==> src/rtl/irr_pkg.sv <==
// Types and constants shared by the image region rotate block.
package irr_pkg;

    localparam int MAX_DIM    = 256;
    localparam int COORD_BITS = 8;
    localparam int SIZE_BITS  = 9;
    localparam int PIX_BITS   = 8;
    localparam int ADDR_BITS  = 2 * COORD_BITS;
    localparam int MEM_DEPTH  = MAX_DIM * MAX_DIM;

    typedef enum logic [1:0] {
        ACT_NEW    = 2'd0,
        ACT_WRITE  = 2'd1,
        ACT_READ   = 2'd2,
        ACT_ROTATE = 2'd3
    } t_action;

    typedef enum logic [1:0] {
        ST_OK       = 2'd0,
        ST_BAD_SEL  = 2'd1,
        ST_NOT_ROT  = 2'd2,
        ST_BAD_ADDR = 2'd3
    } t_status;

    typedef enum logic [2:0] {
        S_IDLE,
        S_EXEC,
        S_COPY_OUT,
        S_DRAIN_OUT,
        S_COPY_BACK,
        S_DRAIN_BACK,
        S_RESULT
    } t_state;

    typedef struct packed {
        t_action               action;
        logic [COORD_BITS-1:0] pixel_row;
        logic [COORD_BITS-1:0] pixel_col;
        logic [PIX_BITS-1:0]   pixel_in;
        logic [SIZE_BITS-1:0]  new_width;
        logic [SIZE_BITS-1:0]  new_height;
        logic [SIZE_BITS-1:0]  sel_left;
        logic [SIZE_BITS-1:0]  sel_top;
        logic [SIZE_BITS-1:0]  sel_right;
        logic [SIZE_BITS-1:0]  sel_bottom;
    } t_item;

    typedef struct packed {
        logic [PIX_BITS-1:0]  pixel_out;
        t_status              status;
        logic [SIZE_BITS-1:0] cur_width;
        logic [SIZE_BITS-1:0] cur_height;
    } t_result;

    typedef struct packed {
        logic load_item;
        logic exec;
        logic copy_out;
        logic copy_back;
        logic swap_dims;
        logic load_result;
    } t_cmd;

    typedef struct packed {
        logic rotate_go;
        logic copy_last;
        logic out_free;
    } t_stat;

endpackage

==> src/rtl/irr_ctrl.sv <==
// Sequencing state machine for item execution and the two rotation copy passes.
module irr_ctrl import irr_pkg::*; (
    input  logic  i_clk,
    input  logic  i_rst_n,
    input  logic  i_in_valid,
    output logic  o_in_ready,
    input  t_stat i_stat,
    output t_cmd  o_cmd
);

    t_state r_state;
    t_state n_state;

    always_ff @(posedge i_clk) begin
        if (!i_rst_n) begin
            r_state <= S_IDLE;
        end else begin
            r_state <= n_state;
        end
    end

    always_comb begin
        n_state    = r_state;
        o_in_ready = 1'b0;
        o_cmd      = '0;
        unique case (r_state)
            S_IDLE: begin
                o_in_ready = 1'b1;
                if (i_in_valid) begin
                    o_cmd.load_item = 1'b1;
                    n_state         = S_EXEC;
                end
            end
            S_EXEC: begin
                o_cmd.exec = 1'b1;
                n_state    = i_stat.rotate_go ? S_COPY_OUT : S_RESULT;
            end
            S_COPY_OUT: begin
                o_cmd.copy_out = 1'b1;
                if (i_stat.copy_last) begin
                    n_state = S_DRAIN_OUT;
                end
            end
            S_DRAIN_OUT: begin
                n_state = S_COPY_BACK;
            end
            S_COPY_BACK: begin
                o_cmd.copy_back = 1'b1;
                if (i_stat.copy_last) begin
                    n_state = S_DRAIN_BACK;
                end
            end
            S_DRAIN_BACK: begin
                o_cmd.swap_dims = 1'b1;
                n_state         = S_RESULT;
            end
            S_RESULT: begin
                if (i_stat.out_free) begin
                    o_cmd.load_result = 1'b1;
                    n_state           = S_IDLE;
                end
            end
            default: begin
                n_state = S_IDLE;
            end
        endcase
    end

endmodule

==> config.mk <==
export PLATFORM = sky130hd
export DESIGN_NAME = irr_ctrl
export DESIGN_NICKNAME = d
export VERILOG_FILES = /design/src/rtl/irr_pkg.sv /design/src/rtl/irr_ctrl.sv
export SDC_FILE = /design/constraint.sdc
export NUM_CORES = 1
export LEC_CHECK = 0
export BUFFER_PORTS_ARGS = -buffer_cell sky130_fd_sc_hd__buf_4
export CORE_AREA = 8 8 45 47
export CTS_CLUSTER_SIZE = 12
export DETAILED_ROUTE_END_ITERATION = 8
export DIE_AREA = 0 0 53 55
export GPL_TIMING_DRIVEN = 0
export PLACE_DENSITY = 0.39
export SETUP_SLACK_MARGIN = 0.3
export SLEW_MARGIN = 20
export SYNTH_ARGS = -nofsm -noshare
export SYNTH_HDL_FRONTEND = slang
export SYNTH_SLANG_ARGS = --single-unit
==> constraint.sdc <==
create_clock -name i_clk -period 1.1 [get_ports i_clk]
set_input_delay 0.055 -clock i_clk [delete_from_list [all_inputs] [get_ports i_clk]]
set_output_delay 0.055 -clock i_clk [all_outputs]
set_load 0.005 [all_outputs]
==> metrics.md <==
| Metric | Value |
|---|---|
| Setup TNS | `-0.00764 ns` |
| Initial antenna violation count | `0` |
| Pre-antenna DRT Iters | `2` |
| Clock sink total | `3` |
| PnR worst setup slack | `-0.00764 ns` |
| Largest net degree at the start of global routing | `10` |
| Die Area | `0.00292 mm2` |
| Worst Hold Class | `in2reg` |
| Top reg by flops | `r_state` |
| Largest family of logic cells by synthesized area | `simple AND/OR/NAND/NOR gates` |
| Final Hold Violating Endpoints | `0` |
| Pins over their slew limit | `0` |
| Starting Density | `0.166` |
| Crit share post-route | `1.01` |
| Required time of the critical path | `about 1.0 ns` |
| Synth warn | `0` |
| Max H-tree Level | `1` |
| Final WL | `~620 um` |
| TritonCTS Buffers | `3` |
| Critical R2R Capture | `r_state[0]` |
| I/O pin count | `13` |
| Max Cap Viol | `0` |
| Worst-Skew Late Latency | `0.23 ns` |
| Outcome | `finished, violations left` |
| Nature of the critical path startpoint | `register` |
| Critical path type | `reg2out` |
| Largest registers | `r_state (3)` |
| CP max stage cell | `dfxtp_2` |
| Power consumption | `0.000515 W` |
| R2R setup slack | `0.05 ns` |
| Root buffer cell | `clkbuf_4` |
| Sequential fraction of the synthesis area | `0.261` |
| Synth unique cells | `19` |
| RSZ-0062 raised after global routing | `true` |
| Pin slew with the least headroom to its limit | `0.191 ns` |
| Die width | `53 um` |
| Via Count | `246` |
| Crit path from | `r_state[1]` |
| Worst Skew | `between 0.00006 and 0.00007 ns` |
| RD Place Congestion | `0.718` |
| Drt wl/cell | `10.2 um` |
| Metal2 WL | `262 um` |
| Static leakage | `between 0.15 and 0.2 nW` |
| Number of global-route vias before repair | `255` |
| Fmax | `903 MHz` |
| Core Region | `around 0.0014 mm2` |
| HPWL Detailed | `445 um` |
| Routed Antenna Nets | `0` |
| Post-Synth Adder-Cell Area | `0` |
| Met1 WL | `264 um` |
| Period minus WS final | `1.11 ns` |
| Worst-path cell chain | `buf_6, nor3_4, and2_1, buf_4` |
| #FFs+latches synth | `3` |
| Endpoints failing setup | `1` |
| Syn_area_per_cell | `8.85 um2` |
| Failing checks | `setup timing` |
| Setup crit end | `o_cmd[5]` |
| P&R area growth vs syn | `82.6%` |
| Share of cells above drive strength 1 | `0.667` |
| Final #Nets | `52` |
| Number of flip-flops under the largest register name | `3` |
| IO buf count | `12` |
| Height of the die | `55 um` |
| Post-synthesis compound-gate area fraction | `0.147` |
| Worst EP arrival | `about 1.1 ns` |
| Crit path max fanout | `7` |
| R2R depth | `5` |
| Mux cell area share after synthesis | `0.0435` |
| PD cells | `about 1200 mW/mm2` |
| Post-cts hold buffer count | `0` |
| Ant. Diodes | `0` |
| Post-synthesis xor/xnor area fraction | `0` |
| Worst-path clk slew | `0.04 ns` |
| Gr ovfl total | `0` |
| CTS tree | `yes` |
| First-pass GRT wire length | `986 um` |
| GR Util All Layers | `0.0497` |
| Setup crit end kind | `primary output` |
| # rows | `14` |
| Via/cell ratio | `4.03` |
| Initial DRC count | `1` |
| Worst reg2reg path startpoint | `r_state[1]` |
| Clock Path Buffers | `2` |
| Syn_nets | `32` |
| Synthesized instance count | `26` |
| Cell Area, Synth | `~230 um2` |
| Routed wl met3 | `59 um` |
| Synth Area in Simple Gates | `0.451` |
| Drc violations | `0` |
| Max_slew headroom | `0.873` |
| Fill count | `149` |
| Highest routed metal layer | `met4` |
| Maximum vdd drop | `roughly 340 uV` |
| Crit path largest cell delay | `0.30 ns` |
routing by layer:
layer,GRT usage,up-vias
li1,-,127
met1,0.0486,103
met2,0.0625,12
met3,0.0160,4
met4,0.0905,0
met5,0,-
cell usage after synthesis, drive strengths merged:
cell type  number  area (um2)
o21ai           1        5.00
and3b           2        18.8
nor3b           2        15.0
nor3            1        10.0
nand2b          2        20.0
buf             2        22.5
nand2           2        7.51
o21a            1        7.51
dfxtp           3        60.1
o211ai          1        7.51
nand3b          1        7.51
and2b           1        7.51
and2            1        6.26
nor2            3        11.3
mux2i           1        10.0
a21oi           2        13.8
critical path: cells and delay by family, from the launching register on:
family,cells,cell delay [ns]
buffers and inverters,2,0.23
flip-flops,1,0.30
AND/OR/NAND/NOR,2,0.28
worst min-delay path by stage:
stage,start,endpoint,slack (ns),depth (start not counted)
2_1_floorplan,i_rst_n,r_state[1],0.17,1
3_3_place_gp,i_rst_n,r_state[1],0.29,2
3_5_place_dp,i_rst_n,r_state[1],0.29,2
4_1_cts,i_rst_n,r_state[1],0.04,2
5_1_grt,i_rst_n,r_state[1],0.06,2
6_report,i_rst_n,r_state[1],0.05,2
per-stage QoR:
stage | utilization | hold WS (ns) | setup WS (ns) | std cells | instance area (um2)
4_1_cts | 0.296 | 0.0447 | -0.0236 | 61 | 409
3_5_place_dp | 0.247 | 0.286 | 0.128 | 54 | 342
5_1_grt | 0.304 | 0.0559 | -0.0652 | 61 | 420
2_1_floorplan | - | 0.172 | 0.180 | 26 | 231
6_report | 0.304 | 0.0509 | -0.00764 | 61 | 420
3_3_place_gp | 0.247 | 0.289 | 0.123 | 54 | 342
power breakdown:
part           total, W  switching [W]  leakage, nW  internal, W
combinational  0.000182      0.0000661        0.149     0.000116
sequential     0.000137      0.0000145       0.0258     0.000123
clock          0.000196      0.0000602       0.0150     0.000136
layout make-up:
type                    count  area (um2)  area share
flip-flops and latches      3        63.8       0.152
plain buffers               2        22.5      0.0536
multi-input cells          21         168       0.399
well taps                  16        20.0      0.0476
repair buffers             15         120       0.286
clock buffers               4        26.3      0.0625
cells in the final DEF (no fill, tap or decap):
master,n
a21oi_2,2
and2_1,1
and2b_1,1
and3b_1,1
and3b_2,1
buf_4,13
buf_6,4
clkbuf_1,1
clkbuf_4,3
dfxtp_2,3
mux2i_1,1
nand2_1,2
nand2b_4,2
nand3b_1,1
nor2_1,2
nor2_2,1
nor3_4,1
nor3b_1,2
o211ai_1,1
o21a_1,1
o21ai_1,1
logic make-up after synthesis:
group,count (synthesis)
buf+inv,2
flops,3
compound gates,5
mux,1
simple gates,15
repair_timing:
action / in CTS / in global routing
pin swaps: 5 / 2
endpoints found under the setup margin: 10 / 10
gates resized for setup: 6 / 2
setup buffers: 3 / 0
cloned: 0 / 0
Power figures use the tool's default switching activity.
